## src/rtl/core/rrswc_pkg.sv

```systemverilog
package rrswc_pkg;

    localparam int FIELD_BITS = 48;
    localparam int OUT_BITS   = 8;

    localparam logic MODE_READ  = 1'b0;
    localparam logic MODE_WRITE = 1'b1;

    typedef enum logic [3:0] {
        ST_IDLE  = 4'b0001,
        ST_SCAN  = 4'b0010,
        ST_WRITE = 4'b0100,
        ST_OUT   = 4'b1000
    } state_t;

endpackage

```

## src/rtl/core/rrswc_ram.sv

```systemverilog
module rrswc_ram #(
    parameter int WIDTH = 97,
    parameter int DEPTH = 16
) (
    input  logic                     aclk,
    input  logic                     we,
    input  logic [$clog2(DEPTH)-1:0] waddr,
    input  logic [WIDTH-1:0]         wdata,
    input  logic [$clog2(DEPTH)-1:0] raddr,
    output logic [WIDTH-1:0]         rdata
);

    logic [WIDTH-1:0] mem [DEPTH];

    always_ff @(posedge aclk) begin
        if (we) begin
            mem[waddr] <= wdata;
        end
        rdata <= mem[raddr];
    end

endmodule

```

## src/rtl/core/read_range_set_write_conflict.sv

```systemverilog
// Read range set with write conflict check.
// The slave channel takes one item per access: s_tuser carries the mode (0 records
// a read range, 1 checks a write range), s_tdata the start address and byte count.
// Every item gives exactly one result item on the master channel: bit 0 is the
// write conflict flag, bit 1 the flag for a read dropped on a full table, and
// bits 6:2 the number of entries in use after the item.
// An item with a zero byte count is answered in the cycle after it is accepted.
// Any other item scans the range table in a RAM with one read port, one entry a
// cycle through a single compare and merge unit, then, for a read with a free
// entry, writes the merged range back before the result is offered.
// s_tready is high only while the block is idle, so one item is in work at a time.
// The result stays on m_tdata until m_tready takes it; the next item is accepted
// in the cycle after that.
// A synchronous reset (aresetn low) marks every table entry free, clears the
// entry count and drops any item in work or waiting result.
module read_range_set_write_conflict
    import rrswc_pkg::*;
#(
    parameter int MAX_RANGES = 16,
    parameter int ADDR_BITS  = 48
) (
    input  logic                    aclk,
    input  logic                    aresetn,
    input  logic                    s_tvalid,
    output logic                    s_tready,
    input  logic [2*FIELD_BITS-1:0] s_tdata,   // start_address [47:0], byte_count [95:48]
    input  logic [0:0]              s_tuser,   // mode [0]
    output logic                    m_tvalid,
    input  logic                    m_tready,
    output logic [OUT_BITS-1:0]     m_tdata    // conflict [0], table_full [1],
                                               // entries_used [6:2], zero [7]
);

    localparam int AW  = ADDR_BITS;
    localparam int XW  = (AW > FIELD_BITS) ? AW : FIELD_BITS;
    localparam int IW  = $clog2(MAX_RANGES);
    localparam int CW0 = $clog2(MAX_RANGES + 1);
    localparam int CW  = (CW0 > 5) ? CW0 : 5;
    localparam int DW  = 2 * AW + 1;

    state_t              state_reg, state_next;
    logic                mode_reg, mode_next;
    logic [AW-1:0]       lo_reg, lo_next;
    logic [AW:0]         hi_reg, hi_next;
    logic [IW:0]         idx_reg, idx_next;
    logic                chk_vld_reg, chk_vld_next;
    logic [IW-1:0]       chk_idx_reg, chk_idx_next;
    logic [MAX_RANGES-1:0] valid_reg, valid_next;
    logic [CW-1:0]       cnt_reg, cnt_next;
    logic [AW-1:0]       new_lo_reg, new_lo_next;
    logic [AW:0]         new_hi_reg, new_hi_next;
    logic                slot_found_reg, slot_found_next;
    logic [IW-1:0]       slot_reg, slot_next;
    logic                conflict_reg, conflict_next;
    logic                full_reg, full_next;

    logic [XW-1:0]       in_lo_x, in_size_x;
    logic [AW-1:0]       in_lo, in_size;
    logic [AW:0]         in_hi;
    logic [DW-1:0]       rdata;
    logic [AW-1:0]       ent_start;
    logic [AW:0]         ent_end;
    logic                ent_valid;
    logic                touch, overlap, is_free;
    logic                ram_we;

    assign in_lo_x   = XW'(s_tdata[FIELD_BITS-1:0]);
    assign in_size_x = XW'(s_tdata[2*FIELD_BITS-1:FIELD_BITS]);
    assign in_lo     = in_lo_x[AW-1:0];
    assign in_size   = in_size_x[AW-1:0];
    assign in_hi     = {1'b0, in_lo} + {1'b0, in_size};

    rrswc_ram #(
        .WIDTH(DW),
        .DEPTH(MAX_RANGES)
    ) u_ram (
        .aclk  (aclk),
        .we    (ram_we),
        .waddr (slot_reg),
        .wdata ({new_hi_reg, new_lo_reg}),
        .raddr (idx_reg[IW-1:0]),
        .rdata (rdata)
    );

    assign ent_start = rdata[AW-1:0];
    assign ent_end   = rdata[DW-1:AW];
    assign ent_valid = valid_reg[chk_idx_reg];
    assign touch     = ({1'b0, ent_start} <= hi_reg) && (ent_end >= {1'b0, lo_reg});
    assign overlap   = ({1'b0, ent_start} < hi_reg) && (ent_end > {1'b0, lo_reg});
    assign is_free   = !ent_valid || ((mode_reg == MODE_READ) && touch);

    assign s_tready = (state_reg == ST_IDLE);
    assign m_tvalid = (state_reg == ST_OUT);
    assign m_tdata  = {1'b0, cnt_reg[4:0], full_reg, conflict_reg};
    assign ram_we   = (state_reg == ST_WRITE) && (mode_reg == MODE_READ) && slot_found_reg;

    always_comb begin
        state_next      = state_reg;
        mode_next       = mode_reg;
        lo_next         = lo_reg;
        hi_next         = hi_reg;
        idx_next        = idx_reg;
        chk_vld_next    = chk_vld_reg;
        chk_idx_next    = chk_idx_reg;
        valid_next      = valid_reg;
        cnt_next        = cnt_reg;
        new_lo_next     = new_lo_reg;
        new_hi_next     = new_hi_reg;
        slot_found_next = slot_found_reg;
        slot_next       = slot_reg;
        conflict_next   = conflict_reg;
        full_next       = full_reg;
        case (state_reg)
            ST_IDLE: begin
                if (s_tvalid) begin
                    mode_next       = s_tuser[0];
                    lo_next         = in_lo;
                    hi_next         = in_hi;
                    new_lo_next     = in_lo;
                    new_hi_next     = in_hi;
                    idx_next        = '0;
                    chk_vld_next    = 1'b0;
                    slot_found_next = 1'b0;
                    conflict_next   = 1'b0;
                    full_next       = 1'b0;
                    if (in_size == '0) begin
                        state_next = ST_OUT;
                    end else begin
                        state_next = ST_SCAN;
                    end
                end
            end
            ST_SCAN: begin
                if (idx_reg != (IW+1)'(MAX_RANGES)) begin
                    chk_vld_next = 1'b1;
                    chk_idx_next = idx_reg[IW-1:0];
                    idx_next     = idx_reg + (IW+1)'(1);
                end else begin
                    chk_vld_next = 1'b0;
                end
                if (chk_vld_reg) begin
                    if (ent_valid) begin
                        if (mode_reg == MODE_WRITE) begin
                            if (overlap) begin
                                conflict_next = 1'b1;
                            end
                        end else if (touch) begin
                            valid_next[chk_idx_reg] = 1'b0;
                            cnt_next = cnt_reg - CW'(1);
                            if (ent_start < new_lo_reg) begin
                                new_lo_next = ent_start;
                            end
                            if (ent_end > new_hi_reg) begin
                                new_hi_next = ent_end;
                            end
                        end
                    end
                    if (is_free && !slot_found_reg) begin
                        slot_found_next = 1'b1;
                        slot_next       = chk_idx_reg;
                    end
                end
                if ((idx_reg == (IW+1)'(MAX_RANGES)) && !chk_vld_reg) begin
                    state_next = ST_WRITE;
                end
            end
            ST_WRITE: begin
                if (mode_reg == MODE_READ) begin
                    if (slot_found_reg) begin
                        valid_next[slot_reg] = 1'b1;
                        cnt_next = cnt_reg + CW'(1);
                    end else begin
                        full_next = 1'b1;
                    end
                end
                state_next = ST_OUT;
            end
            ST_OUT: begin
                if (m_tready) begin
                    state_next = ST_IDLE;
                end
            end
            default: begin
                state_next = ST_IDLE;
            end
        endcase
    end

    always_ff @(posedge aclk) begin
        if (!aresetn) begin
            state_reg   <= ST_IDLE;
            valid_reg   <= '0;
            cnt_reg     <= '0;
            chk_vld_reg <= 1'b0;
        end else begin
            state_reg   <= state_next;
            valid_reg   <= valid_next;
            cnt_reg     <= cnt_next;
            chk_vld_reg <= chk_vld_next;
        end
    end

    always_ff @(posedge aclk) begin
        mode_reg       <= mode_next;
        lo_reg         <= lo_next;
        hi_reg         <= hi_next;
        idx_reg        <= idx_next;
        chk_idx_reg    <= chk_idx_next;
        new_lo_reg     <= new_lo_next;
        new_hi_reg     <= new_hi_next;
        slot_found_reg <= slot_found_next;
        slot_reg       <= slot_next;
        conflict_reg   <= conflict_next;
        full_reg       <= full_next;
    end

    a_count_matches_valid: assert property (@(posedge aclk) disable iff (!aresetn)
        (state_reg == ST_IDLE) |-> ($countones(valid_reg) == int'(cnt_reg)))
        else $error("Entry count differs from the number of valid entries.");

    a_full_only_when_all_valid: assert property (@(posedge aclk) disable iff (!aresetn)
        (m_tvalid && full_reg) |-> (&valid_reg))
        else $error("Read dropped although a free entry exists.");

    a_flags_exclusive: assert property (@(posedge aclk) disable iff (!aresetn)
        m_tvalid |-> !(full_reg && conflict_reg))
        else $error("Conflict and full flags set on the same item.");

    a_no_accept_while_busy: assert property (@(posedge aclk) disable iff (!aresetn)
        m_tvalid |-> !s_tready)
        else $error("Input accepted while a result is pending.");

    a_ram_write_after_scan: assert property (@(posedge aclk) disable iff (!aresetn)
        ram_we |-> $past(state_reg == ST_SCAN))
        else $error("Table written without a preceding scan.");

endmodule

```

## config.mk

```make
export PLATFORM = sky130hd
export DESIGN_NAME = read_range_set_write_conflict
export DESIGN_NICKNAME = d
export VERILOG_FILES = /design/src/rtl/core/rrswc_pkg.sv /design/src/rtl/core/rrswc_ram.sv /design/src/rtl/core/read_range_set_write_conflict.sv
export SDC_FILE = /design/constraint.sdc
export NUM_CORES = 2
export LEC_CHECK = 0
export BUFFER_PORTS_ARGS = -buffer_cell sky130_fd_sc_hd__buf_2
export CAP_MARGIN = 20
export CORE_MARGIN = 4
export CORE_UTILIZATION = 45
export DETAILED_ROUTE_END_ITERATION = 8
export GPL_TIMING_DRIVEN = 0
export SLEW_MARGIN = 20
export SYNTH_ARGS = -nofsm -noshare
export SYNTH_HDL_FRONTEND = slang
export SYNTH_SLANG_ARGS = --single-unit
```

## constraint.sdc

```tcl
create_clock -name aclk -period 21.6 [get_ports aclk]
set_input_delay 5.4 -clock aclk [delete_from_list [all_inputs] [get_ports aclk]]
set_output_delay 5.4 -clock aclk [all_outputs]
set_load 0.01 [all_outputs]
```

==> reports/results.ini <==
[status]
status = finished clean

[sta]
rsz0062_at_grt = false
clock_skew_ps = 48.3
min_period_over_period_pct = 42.0
drv_slew = 0
fin_crit_ps = 9080
relSlewSlack_pct = 13.7
setup_viol = 0
setup_tns_ps = 0
hold-worst-slack_ps = 449
worst_pin_slew_ps = 1280
hold_violations = 0
timing.fmax_mhz = 110

[cells_and_area]
fillerInstances = 13500
instances_no_fill = 7077
largest_reg_flops = 1552
biggestRegsByFlops = u_ram.mem (1552), u_ram.rdata (97)
area_delta_synth_final_pct = 16.1
drive_gt1_share_pct = 24.7
multi_input_area_mm2 = 0.0206
fin_nets = 4955
regArea_mm2 = 0.0554
postLayoutCoreUtil_pct = 52.8
regMostFlops = u_ram.mem

[global_route]
grt_pass1_vias = 41300
antenna_found_initial = 10
grt.overflow.total = 0
grt_use_total_pct = 24.2
grt_pass1_wl_mm = 307
grt_max_degree = 59

[worst_setup_path]
critPathBufInv = 2
cp-end-kind = register
rr_startpoint = hi_reg[3]
critPathLaunchType = input pin
reg2reg_setup_slack_ps = 16320
reg2regPathDepth = 13
crit_path_max_incr_delay_ps = 1170
arrival_ps = 9650
path_delay_family = compound AO/OA/AOI/OAI gates
timing.rr.end = new_hi_reg[14]
critPathMaxFanout = 5
cpMostUsedCell = o41ai_1
crit_required_ps = 22170
crit_cells = 12
crit_type = input pin to register
crit_chain = buf_2, ha_1, inv_1, fa_1, nor2b_1, o2111ai_1, a211oi_1, a2111oi_2, o41ai_1, o41ai_1, xnor2_1, mux2_2
cpMaxStageDelayCell = o41ai_1

[worst_hold_path]
min_path_type = register to register
hp-start = chk_idx_reg[0]
min_to = slot_reg[0]
min_delay_path_depth = 0

[drt]
drt-total-wl_mm = 217
wire_per_inst_um = 30.7
first_iter_violations = 5073
via_per_inst = 5.86
dr.pass1.iters = 6
drc = 0
ant_nets = 0
vias = 41500

[floorplanning]
die_w_um = 423
die-area_mm2 = 0.179
chipHeight_um = 423
start_util_pct = 45.5
io_pins = 111
core_area_mm2 = 0.170
fp-row-count = 151

[clock_tree]
h-tree-depth = 4
root_buffer = clkbuf_16
worst_skew_pair.late_latency_ps = 840
cts_inserted_buffers = 188
post-cts-setup-buffers = 0
cts_hold_buf = 0
post_cts_resized = 0
clockBufferDepth = 3
clkTransAtPathRegs_ps = 60
tritoncts = done
clkSinkCount = 1886

[synthesis]
synth_seq_cells = 1886
syn-cell-area_mm2 = 0.0774
ys_warn_count = 0
synth_seq_area_share_pct = 71.6
yosys.cell_types.count = 79
synth-edff-count = 1763
synth_cells = 4143
synth.avg_cell_area_um2 = 18.7
async_reset_ff_share_pct = 0
synth_nets = 4491
ys.flop_type = edfxtp_1

[run]
drv_cap = 0

[place]
gp_congestion = 0.913
hpwl_mm = 154
numPlacedInstances = 6712
io_buffers = 108

[power_and_ir_drop]
p_leak_nw = 30.9
power.density_mw_per_mm2 = 95.3
peakVddDrop_v = 0.0000829

-- routing by layer --
metal,part of all wire (%),routed length (µm),vias up,track usage [%]
met2,46,99900,1726,37.0
met1,43,93600,21800,35.4
met3,7.9,17100,289,4.93
met4,2.9,6370,3,7.09
met5,0.095,207,-,0.618
li1,-,-,17600,-
-- worst register-to-register path, cell delays in order (launching register included) --
cell	delay, ps
edfxtp_1	320
inv_1	40
ha_1	300
a21oi_1	160
nor2b_1	70
o31ai_1	430
nand4_1	490
a221oi_1	990
o21a_1	350
nand3_1	260
a221oi_4	820
buf_6	300
buf_6	220
buf_6	210
-- stage by stage --
| stage | worst slack (ps) | cell area (µm²) | total power, mW |
|---|---|---|---|
| final | 12520 | 89900 | 8.57 |
| after global routing | 12580 | 89800 | 8.87 |
| after CTS | 12830 | 89800 | 8.62 |
| after detailed placement | 11980 | 83600 | 5.35 |
| after global placement | 2770 | 80800 | 5.33 |
| after floorplan | 11650 | 77400 | 4.94 |
-- cell usage after synthesis, drive strengths merged (7+ instances only) --
library cell | instances | area (µm²)
nor3 | 26 | 130
a21oi | 135 | 679
mux4 | 490 | 11000
o21a | 11 | 82.6
and2 | 10 | 62.6
xnor2 | 30 | 263
buf | 49 | 206
or4 | 7 | 56.3
and3 | 11 | 68.8
inv | 231 | 867
nand3 | 31 | 155
o21ai | 76 | 380
a21o | 76 | 571
o31ai | 7 | 52.6
nand4 | 51 | 319
o211ai | 12 | 90.1
nor2b | 14 | 87.6
nand2b | 11 | 68.8
nand2 | 312 | 1170
a31oi | 8 | 50.1
nor2 | 102 | 383
edfxtp | 1763 | 52900
clkbuf | 121 | 454
mux2 | 19 | 214
dfxtp | 123 | 2460
o21bai | 11 | 82.6
nor4 | 30 | 213
a211oi | 9 | 67.6
xor2 | 17 | 149
ha | 245 | 3070
-- how the worst max path moves through the flow --
| stage | start | endpoint | slack (ps) |
|---|---|---|---|
| finish | s_tdata[0] | new_hi_reg[46] | 12520 |
| CTS | s_tdata[0] | new_hi_reg[46] | 12830 |
| detailed placement | s_tdata[0] | new_hi_reg[46] | 11980 |
| floorplan | s_tvalid | new_hi_reg[0] | 11650 |
| global placement | mode_reg | u_ram.mem[1][10] | 2770 |
| global route | s_tdata[0] | new_hi_reg[46] | 12580 |
-- layout by cell type, fill, tap and decap left out, types with 25 or more instances in the layout --
| cell | count |
|---|---|
| nand2_1 | 312 |
| clkinv_2 | 34 |
| xnor2_1 | 30 |
| nand3_1 | 31 |
| inv_1 | 230 |
| nand4_1 | 51 |
| mux4_2 | 490 |
| o21ai_0 | 73 |
| ha_1 | 245 |
| a21o_1 | 76 |
| clkbuf_8 | 25 |
| dfxtp_1 | 123 |
| clkbuf_2 | 34 |
| buf_4 | 67 |
| nor2_1 | 90 |
| clkbuf_16 | 192 |
| buf_2 | 135 |
| clkbuf_1 | 144 |
| edfxtp_1 | 1763 |
| a21oi_1 | 134 |
| buf_16 | 30 |
| buf_12 | 52 |
-- final cells by class --
cell class,instances,area share [%]
Tap cell,2295,3.20
Inverter,231,0.971
Sequential cell,1886,61.7
Clock buffer,267,5.94
Clock inverter,88,1.01
Buffer,170,0.813
Antenna cell,10,0.0278
Timing Repair Buffer,274,3.45
Multi-Input combinational cell,1856,22.9
-- power breakdown --
| group | internal (mW) | total (mW) | switching (mW) |
|---|---|---|---|
| Combinational | 0.387 | 0.908 | 0.521 |
| Sequential | 4.18 | 4.36 | 0.187 |
| Clock | 1.89 | 3.29 | 1.41 |
| Total | 6.45 | 8.57 | 2.12 |
-- kinds of logic after synthesis --
group / synth area share (%)
AND/OR/NAND/NOR: 3.87
AO/OA/AOI/OAI: 3.45
XOR/XNOR: 0.532
other: 0.00485
buffers and inverters: 1.97
multiplexers: 14.6
flip-flops: 71.6
adder cells (fa/ha/maj): 4.01
Power figures use the tool's default switching activity.
